$ cat config.mk
export PLATFORM = sky130hd
export DESIGN_NAME = manchester_symbol_decoder
export DESIGN_NICKNAME = d
export VERILOG_FILES = /design/src/design/mcd_pkg.sv /design/src/design/manchester_symbol_decoder.sv /design/src/design/mcd_core.sv
export SDC_FILE = /design/constraint.sdc
export NUM_CORES = 1
export LEC_CHECK = 0
export CAP_MARGIN = 20
export CORE_ASPECT_RATIO = 2
export CORE_MARGIN = 2
export CORE_UTILIZATION = 60
export CTS_CLUSTER_DIAMETER = 80
export DETAILED_ROUTE_END_ITERATION = 10
export DONT_BUFFER_PORTS = 1
export PLACE_DENSITY = 0.76
export SLEW_MARGIN = 20
export SYNTH_ARGS = -nofsm -noshare
export SYNTH_HDL_FRONTEND = slang
export SYNTH_HIERARCHICAL = 1
export SYNTH_SLANG_ARGS = --single-unit
$ cat constraint.sdc
create_clock -name clk -period 4.48 [get_ports clk]
set_clock_uncertainty 0.15 [all_clocks]
set_input_delay 0.224 -clock clk [delete_from_list [all_inputs] [get_ports clk]]
set_output_delay 0.224 -clock clk [all_outputs]
set_load 0.02 [all_outputs]
$ cat src/design/mcd_pkg.sv
// shared types and codes for the manchester symbol decoder
`default_nettype none
package mcd_pkg;

	// classified timing symbol codes
	localparam logic [2:0] SYM_START_PAUSE = 3'd0;
	localparam logic [2:0] SYM_SHORT_PAUSE = 3'd1;
	localparam logic [2:0] SYM_LONG_PAUSE  = 3'd2;
	localparam logic [2:0] SYM_SHORT_PULSE = 3'd3;
	localparam logic [2:0] SYM_LONG_PULSE  = 3'd4;

	// end of packet status codes
	localparam logic [1:0] ST_OK         = 2'd0;
	localparam logic [1:0] ST_BAD_HEADER = 2'd1;
	localparam logic [1:0] ST_BAD_SYMBOL = 2'd2;
	localparam logic [1:0] ST_TOO_SHORT  = 2'd3;

	// configuration register indexes
	localparam logic CFG_MIN_LENGTH       = 1'b0;
	localparam logic CFG_START_WITH_PULSE = 1'b1;

	// reset values of the configuration registers
	localparam logic [7:0] MIN_LENGTH_RST = 8'd10;
	localparam logic       START_PULSE_RST = 1'b1;

	// saturation limit of the symbol counter
	localparam logic [7:0] COUNT_MAX = 8'd255;

	// manchester half-bit phase
	typedef enum logic [3:0] {
		PH_START_PULSE = 4'b0001,
		PH_START_PAUSE = 4'b0010,
		PH_MID_PULSE   = 4'b0100,
		PH_MID_PAUSE   = 4'b1000
	} phase_t;

	// what one symbol produces
	typedef struct packed {
		logic       has_bit;
		logic       bit_val;
		logic       has_status;
		logic [1:0] status;
	} step_t;

	// one result item
	typedef struct packed {
		logic       is_status;
		logic       bit_res;
		logic [1:0] status;
		logic       last;
	} res_t;

endpackage
`default_nettype wire

$ cat src/design/manchester_symbol_decoder.sv
// top level of the manchester symbol decoder
//
// Input stream: one classified timing symbol per item (s_tdata[2:0]),
// s_tlast marks the final symbol of a packet. Output stream: data bits and
// one end of packet status per packet; m_tuser is 1 on a status item,
// m_tlast marks the final result caused by one input symbol.
// Symbols are taken into an input register, decoded by short logic and
// written into a four-entry result queue; the first result of an item
// shows on the output once the item has passed the input register and
// been written into the queue. One symbol per cycle is sustained while
// each symbol yields at most one result and the receiver takes every
// result; a symbol that yields a bit and a status gives two results,
// which leave one by one through the single output port of the queue.
// Configuration writes go through cfg_we/cfg_index/cfg_data; index 0 is
// min_length, index 1 is start_with_pulse (taken at the next header).
// Reset clears the packet state, empties the queue and loads
// min_length 10 and start_with_pulse 1. When the receiver stalls the queue
// fills, the input register holds its symbol and s_tready drops; nothing
// is lost.
`default_nettype none
module manchester_symbol_decoder (
	input  wire logic       clk,
	input  wire logic       arst_n,
	// input symbols
	input  wire logic       s_tvalid,
	output logic            s_tready,
	input  wire logic [7:0] s_tdata,   // [2:0] symbol, [7:3] zero
	input  wire logic       s_tlast,   // last_symbol
	// results
	output logic            m_tvalid,
	input  wire logic       m_tready,
	output logic [7:0]      m_tdata,   // [0] bit_res, [2:1] status, [7:3] zero
	output logic            m_tuser,   // is_status
	output logic            m_tlast,   // last
	// configuration
	input  wire logic       cfg_we,
	input  wire logic       cfg_index,
	input  wire logic [7:0] cfg_data
);

	localparam int QDEPTH = 4;

	logic             vld_s1;
	logic [2:0]       symbol_s1;
	logic             last_s1;
	logic [7:0]       min_length_q;
	logic             start_pulse_q;
	mcd_pkg::step_t   step_res;
	mcd_pkg::res_t    queue_q [QDEPTH];
	logic [1:0]       wr_ptr_q;
	logic [1:0]       rd_ptr_q;
	logic [2:0]       count_q;
	logic             pop;
	logic             adv;
	logic [2:0]       count_left;
	logic [1:0]       n_push;
	mcd_pkg::res_t    res0;
	mcd_pkg::res_t    res1;
	mcd_pkg::res_t    head;

	// configuration registers
	always_ff @(posedge clk or negedge arst_n) begin
		if (!arst_n) begin
			min_length_q  <= mcd_pkg::MIN_LENGTH_RST;
			start_pulse_q <= mcd_pkg::START_PULSE_RST;
		end else if (cfg_we) begin
			unique case (cfg_index)
				mcd_pkg::CFG_MIN_LENGTH:       min_length_q  <= cfg_data;
				mcd_pkg::CFG_START_WITH_PULSE: start_pulse_q <= cfg_data[0];
				default: ;
			endcase
		end
	end

	// queue room: the item in the input register moves on only if two
	// results fit after this cycle's pop
	assign pop        = m_tvalid && m_tready;
	assign count_left = count_q - {2'b00, pop};
	assign adv        = vld_s1 && (count_left <= 3'(QDEPTH - 2));
	assign s_tready   = !vld_s1 || adv;

	// input register
	always_ff @(posedge clk or negedge arst_n) begin
		if (!arst_n) begin
			vld_s1 <= 1'b0;
		end else if (s_tready) begin
			vld_s1 <= s_tvalid;
		end
	end

	always_ff @(posedge clk) begin
		if (s_tvalid && s_tready) begin
			symbol_s1 <= s_tdata[2:0];
			last_s1   <= s_tlast;
		end
	end

	mcd_core u_core (
		.clk              (clk),
		.arst_n           (arst_n),
		.step             (adv),
		.symbol           (symbol_s1),
		.last_symbol      (last_s1),
		.min_length       (min_length_q),
		.start_with_pulse (start_pulse_q),
		.res              (step_res)
	);

	// results of one symbol in output order
	always_comb begin
		res0.is_status = !step_res.has_bit;
		res0.bit_res   = step_res.has_bit && step_res.bit_val;
		res0.status    = step_res.has_bit ? mcd_pkg::ST_OK : step_res.status;
		res0.last      = !(step_res.has_bit && step_res.has_status);
		res1.is_status = 1'b1;
		res1.bit_res   = 1'b0;
		res1.status    = step_res.status;
		res1.last      = 1'b1;
		n_push         = 2'd0;
		if (adv) begin
			n_push = {1'b0, step_res.has_bit} + {1'b0, step_res.has_status};
		end
	end

	// result queue payload
	always_ff @(posedge clk) begin
		if (n_push != 2'd0) begin
			queue_q[wr_ptr_q] <= res0;
		end
		if (n_push == 2'd2) begin
			queue_q[wr_ptr_q + 2'd1] <= res1;
		end
	end

	// result queue pointers
	always_ff @(posedge clk or negedge arst_n) begin
		if (!arst_n) begin
			wr_ptr_q <= 2'd0;
			rd_ptr_q <= 2'd0;
			count_q  <= 3'd0;
		end else begin
			wr_ptr_q <= wr_ptr_q + n_push;
			rd_ptr_q <= rd_ptr_q + {1'b0, pop};
			count_q  <= count_left + {1'b0, n_push};
		end
	end

	// output port
	assign head     = queue_q[rd_ptr_q];
	assign m_tvalid = (count_q != 3'd0);
	assign m_tdata  = {5'd0, head.status, head.bit_res};
	assign m_tuser  = head.is_status;
	assign m_tlast  = head.last;

endmodule
`default_nettype wire

$ cat src/design/mcd_core.sv
// packet state and manchester decode for one symbol
`default_nettype none
module mcd_core (
	input  wire logic            clk,
	input  wire logic            arst_n,
	input  wire logic            step,
	input  wire logic [2:0]      symbol,
	input  wire logic            last_symbol,
	input  wire logic [7:0]      min_length,
	input  wire logic            start_with_pulse,
	output mcd_pkg::step_t       res
);

	mcd_pkg::phase_t phase_q, phase_d;
	logic            in_packet_q, in_packet_d;
	logic [1:0]      error_q, error_d;
	logic [7:0]      count_q, count_d;
	logic            bit_ok;
	logic            bit_val;
	logic            sym_ok;

	// next state and results of the symbol in the input register
	always_comb begin
		phase_d     = phase_q;
		in_packet_d = in_packet_q;
		error_d     = error_q;
		count_d     = count_q;
		bit_ok      = 1'b0;
		bit_val     = 1'b0;
		sym_ok      = 1'b0;
		if (!in_packet_q) begin
			in_packet_d = 1'b1;
			count_d     = 8'd1;
			error_d     = (symbol == mcd_pkg::SYM_START_PAUSE) ?
				mcd_pkg::ST_OK : mcd_pkg::ST_BAD_HEADER;
			phase_d     = start_with_pulse ? mcd_pkg::PH_START_PULSE :
				mcd_pkg::PH_START_PAUSE;
		end else begin
			if (count_q != mcd_pkg::COUNT_MAX) begin
				count_d = count_q + 8'd1;
			end
			if (error_q == mcd_pkg::ST_OK) begin
				unique case (phase_q)
					mcd_pkg::PH_START_PULSE: begin
						if (symbol == mcd_pkg::SYM_SHORT_PULSE) begin
							sym_ok  = 1'b1;
							bit_ok  = 1'b1;
							bit_val = 1'b1;
							phase_d = mcd_pkg::PH_MID_PAUSE;
						end
					end
					mcd_pkg::PH_START_PAUSE: begin
						if (symbol == mcd_pkg::SYM_SHORT_PAUSE) begin
							sym_ok  = 1'b1;
							bit_ok  = 1'b1;
							phase_d = mcd_pkg::PH_MID_PULSE;
						end
					end
					mcd_pkg::PH_MID_PULSE: begin
						if (symbol == mcd_pkg::SYM_SHORT_PULSE) begin
							sym_ok  = 1'b1;
							phase_d = mcd_pkg::PH_START_PAUSE;
						end else if (symbol == mcd_pkg::SYM_LONG_PULSE) begin
							sym_ok  = 1'b1;
							bit_ok  = 1'b1;
							bit_val = 1'b1;
							phase_d = mcd_pkg::PH_MID_PAUSE;
						end
					end
					default: begin
						if (symbol == mcd_pkg::SYM_SHORT_PAUSE) begin
							sym_ok  = 1'b1;
							phase_d = mcd_pkg::PH_START_PULSE;
						end else if (symbol == mcd_pkg::SYM_LONG_PAUSE) begin
							sym_ok  = 1'b1;
							bit_ok  = 1'b1;
							phase_d = mcd_pkg::PH_MID_PULSE;
						end
					end
				endcase
				if (!sym_ok) begin
					error_d = mcd_pkg::ST_BAD_SYMBOL;
				end
			end
		end

		res.has_bit    = bit_ok;
		res.bit_val    = bit_val;
		res.has_status = last_symbol;
		res.status     = (count_d < min_length) ? mcd_pkg::ST_TOO_SHORT : error_d;

		// last symbol closes the packet
		if (last_symbol) begin
			in_packet_d = 1'b0;
			error_d     = mcd_pkg::ST_OK;
			count_d     = 8'd0;
			phase_d     = mcd_pkg::PH_START_PULSE;
		end
	end

	// packet state registers
	always_ff @(posedge clk or negedge arst_n) begin
		if (!arst_n) begin
			phase_q     <= mcd_pkg::PH_START_PULSE;
			in_packet_q <= 1'b0;
			error_q     <= mcd_pkg::ST_OK;
			count_q     <= 8'd0;
		end else if (step) begin
			phase_q     <= phase_d;
			in_packet_q <= in_packet_d;
			error_q     <= error_d;
			count_q     <= count_d;
		end
	end

endmodule
`default_nettype wire
==> flow_metrics.tcl <==
set metrics [dict create \
    status "complete, no violations" \
    yosys_warnings 6 \
    drt_iter0_drc 74 \
    place_inst 384 \
    pwr-share-clk_pct 11.8 \
    cts_buffer_depth 2 \
    synth.top_cell.area_share_pct 20.7 \
    drv_slew 0 \
    htree_levels 2 \
    worstPathRequired_ns 4.45 \
    ys_seq_area_share_pct 41.6 \
    p_total_mw 2.31 \
    dp_hpwl_mm 5.04 \
    fin_setup_tns_ns 0 \
    cts_resized 0 \
    antenna_found_initial 0 \
    routed_wl_mm 6.93 \
    switchingPower_mw 1.05 \
    max_cap_viol_count 0 \
    hold_path_class "primary input to flop" \
    post_cts_buffers 0 \
    async_flop_share_pct 57.1 \
    antenna_left 0 \
    tightest_slew_ns 0.711 \
    p_seq_share_pct 38.6 \
    start_util_pct 62.4 \
    arrival_ns 3.69 \
    rows 38 \
    detail_route.wl_per_cell_um 17.0 \
    grt_usage_pct 24.7 \
    end_kind "flop" \
    port_buffers 0 \
    ys_ff_latch 56 \
    powerDensity_nw_per_um2 638 \
    synth_area_um2 3380 \
    vias 2496 \
    synth_edf_count 12 \
    overflow 0 \
    yosys.area.top_type "dfrtp_1" \
    leakage_nw 1.53 \
    syn_inst 341 \
    num_antenna_cells 0 \
    layout-drive-gt1-share_pct 12.6 \
    clock-sinks 56 \
    tritoncts.num_buffers 5 \
    route.detailed.drc 0 \
    synthTopCellsByCount "28 x dfrtp_1, 28 x nor2_1, 21 x inv_1, 21 x o21ai_0, 18 x nand2_1" \
    die_h_um 110 \
    die_area_um2 6290 \
    setup_viol 0 \
    dr.pass1.iters 4 \
    root_buffer "clkbuf_8" \
    rsz0062_at_grt "no" \
    clk_latency_ns 0.32 \
    cts_hold_buf 16 \
    area_growth_pct 6.73 \
    core_um2 5420 \
    path_class "flop to flop" \
    routabilityCongestion 0.852 \
    yosys-top-cells-area "dfrtp_1 21%, edfxtp_1 11%, dfxtp_1 7.1%" \
    die_x_um 57.1 \
    period_share_pct 83.1 \
    fmax_mhz 269 \
    cp_max_fo 6 \
    stdcell_count 408 \
    io_pins 35 \
    start_kind "flop" \
    grt_max_degree 33 \
    nFillCells 421 \
    ir_worst_vdd_uv 428 \
    internal_power_mw 1.26 \
    hold_viol 0 \
    period_needed_ns 3.72 \
    via_per_inst 6.12 \
    cts_tree "built" \
    grt_pass1_vias 2595 \
    grt_pass1_wl_mm 11.8 \
    switching_share_pct 45.5 \
    slew_headroom_pct 52.6 \
    nets 385 \
    syn_area_per_cell_um2 9.93 \
    synthFlopType "dfrtp_1" \
    p_comb_share_pct 49.5 \
    ys_types 72 \
    clkSlewWorstSetupHoldPaths_ns 0.10 \
]
-- final timing paths --
path / slack, ns / depth (start not counted) / startpoint / to
setup / recovery: 0.76 / 15 / u_core/count_q[0]$_DFFE_PN0P_ / queue_q[1][2]$_DFFE_PP_
hold / removal: 0.04 / 2 / m_tready / rd_ptr_q[0]$_DFF_PN0_
setup reg to reg: 0.76 / 15 / u_core/count_q[0]$_DFFE_PN0P_ / queue_q[1][2]$_DFFE_PP_
hold reg to reg: 0.31 / 2 / queue_q[3][4]$_SDFFE_PP1P_ / queue_q[3][4]$_SDFFE_PP1P_
max in group asynchronous: 3.74 / 2 / arst_n / u_core/phase_q[0]$_DFFE_PN1P_
min in group asynchronous: 0.19 / 2 / arst_n / min_length_q[2]$_DFFE_PN0P_
-- flip-flops by register name, summed over array words and instances (netlist names) --
signal              flops
u_core/error_q          2
last_s1                 1
min_length_q            8
rd_ptr_q                2
u_core/count_q          8
start_pulse_q           1
u_core/phase_q          4
symbol_s1               3
count_q                 3
queue_q                20
wr_ptr_q                2
vld_s1                  1
u_core/in_packet_q      1
-- cell type report --
type	count	area (um2)	area share [%]
multi-input cells	242	1770	48.9
flip-flops and latches	56	1410	38.9
repair buffers	19	193	5.33
inverters	23	88.8	2.46
well taps	60	75.1	2.08
clock buffers	5	68.8	1.91
clock inverters	3	13.8	0.381
-- layer usage --
layer | GRT usage (%) | part of all wire [%] | vias up
met5 | 0 | 0 | -
met4 | 12.3 | 3.3 | 0
met3 | 4.32 | 2.9 | 21
met2 | 46.6 | 56 | 67
met1 | 25.5 | 37 | 1189
li1 | - | - | 1219
-- power by group through the flow --
stage / clock, mW / sequential [mW] / combinational, mW
6_report: 0.273 / 0.891 / 1.14
5_1_grt: 0.296 / 0.922 / 1.27
4_1_cts: 0.279 / 0.889 / 1.14
3_5_place_dp: 0 / 0.901 / 1.12
3_3_place_gp: 0 / 0.891 / 1.09
2_1_floorplan: 0 / 0.774 / 1.03
-- kinds of logic (layout without fill, tap and decap cells) --
logic type,count (synthesis),after routing,share of synthesized area [%]
multiplexers,19,19,7.91
AO/OA/AOI/OAI,77,77,16.0
buffers and inverters,47,50,6.69
AND/OR/NAND/NOR,113,113,18.1
other,1,5,0.111
flip-flops,56,56,41.6
XOR/XNOR,13,13,3.92
adder cells (fa/ha/maj),15,15,5.77
-- layout by cell type (no fill, tap or decap), types with 6 or more instances in the layout --
cell type,instances
dlygate4sd3_1,15
nand3_1,12
o21ai_0,21
xnor2_1,6
a21oi_1,13
dfrtp_1,28
edfxtp_1,12
nor3_1,7
o2bb2ai_1,7
nor2_1,28
inv_1,21
nand2_1,18
mux2_2,10
nor2b_1,9
xor2_1,6
dfxtp_1,12
ha_1,14
-- metrics by stage --
step | area [um2] | setup slack, ns | hold slack (ns) | utilization, %
floorplan | 3400 | 1.18 | -0.222 | -
global placement | 3360 | 0.890 | -0.221 | 62.0
detailed placement | 3360 | 0.822 | -0.221 | 62.0
CTS | 3610 | 0.772 | 0.0376 | 66.6
global route | 3610 | 0.403 | 0.0485 | 66.6
finish | 3610 | 0.759 | 0.0403 | 66.6
-- worst max-delay path: stages, from the launching register on --
cell,delay [ns]
dfrtp_1,0.46
ha_1,0.29
and3_1,0.21
a21boi_0,0.19
buf_4,0.16
nand3_1,0.12
xor2_1,0.17
nor2_1,0.10
ha_1,0.25
a21o_1,0.16
a21o_1,0.17
a221oi_1,0.30
o31ai_1,0.19
o211ai_1,0.15
inv_1,0.12
nor4_1,0.32
Power figures use the tool's default switching activity.
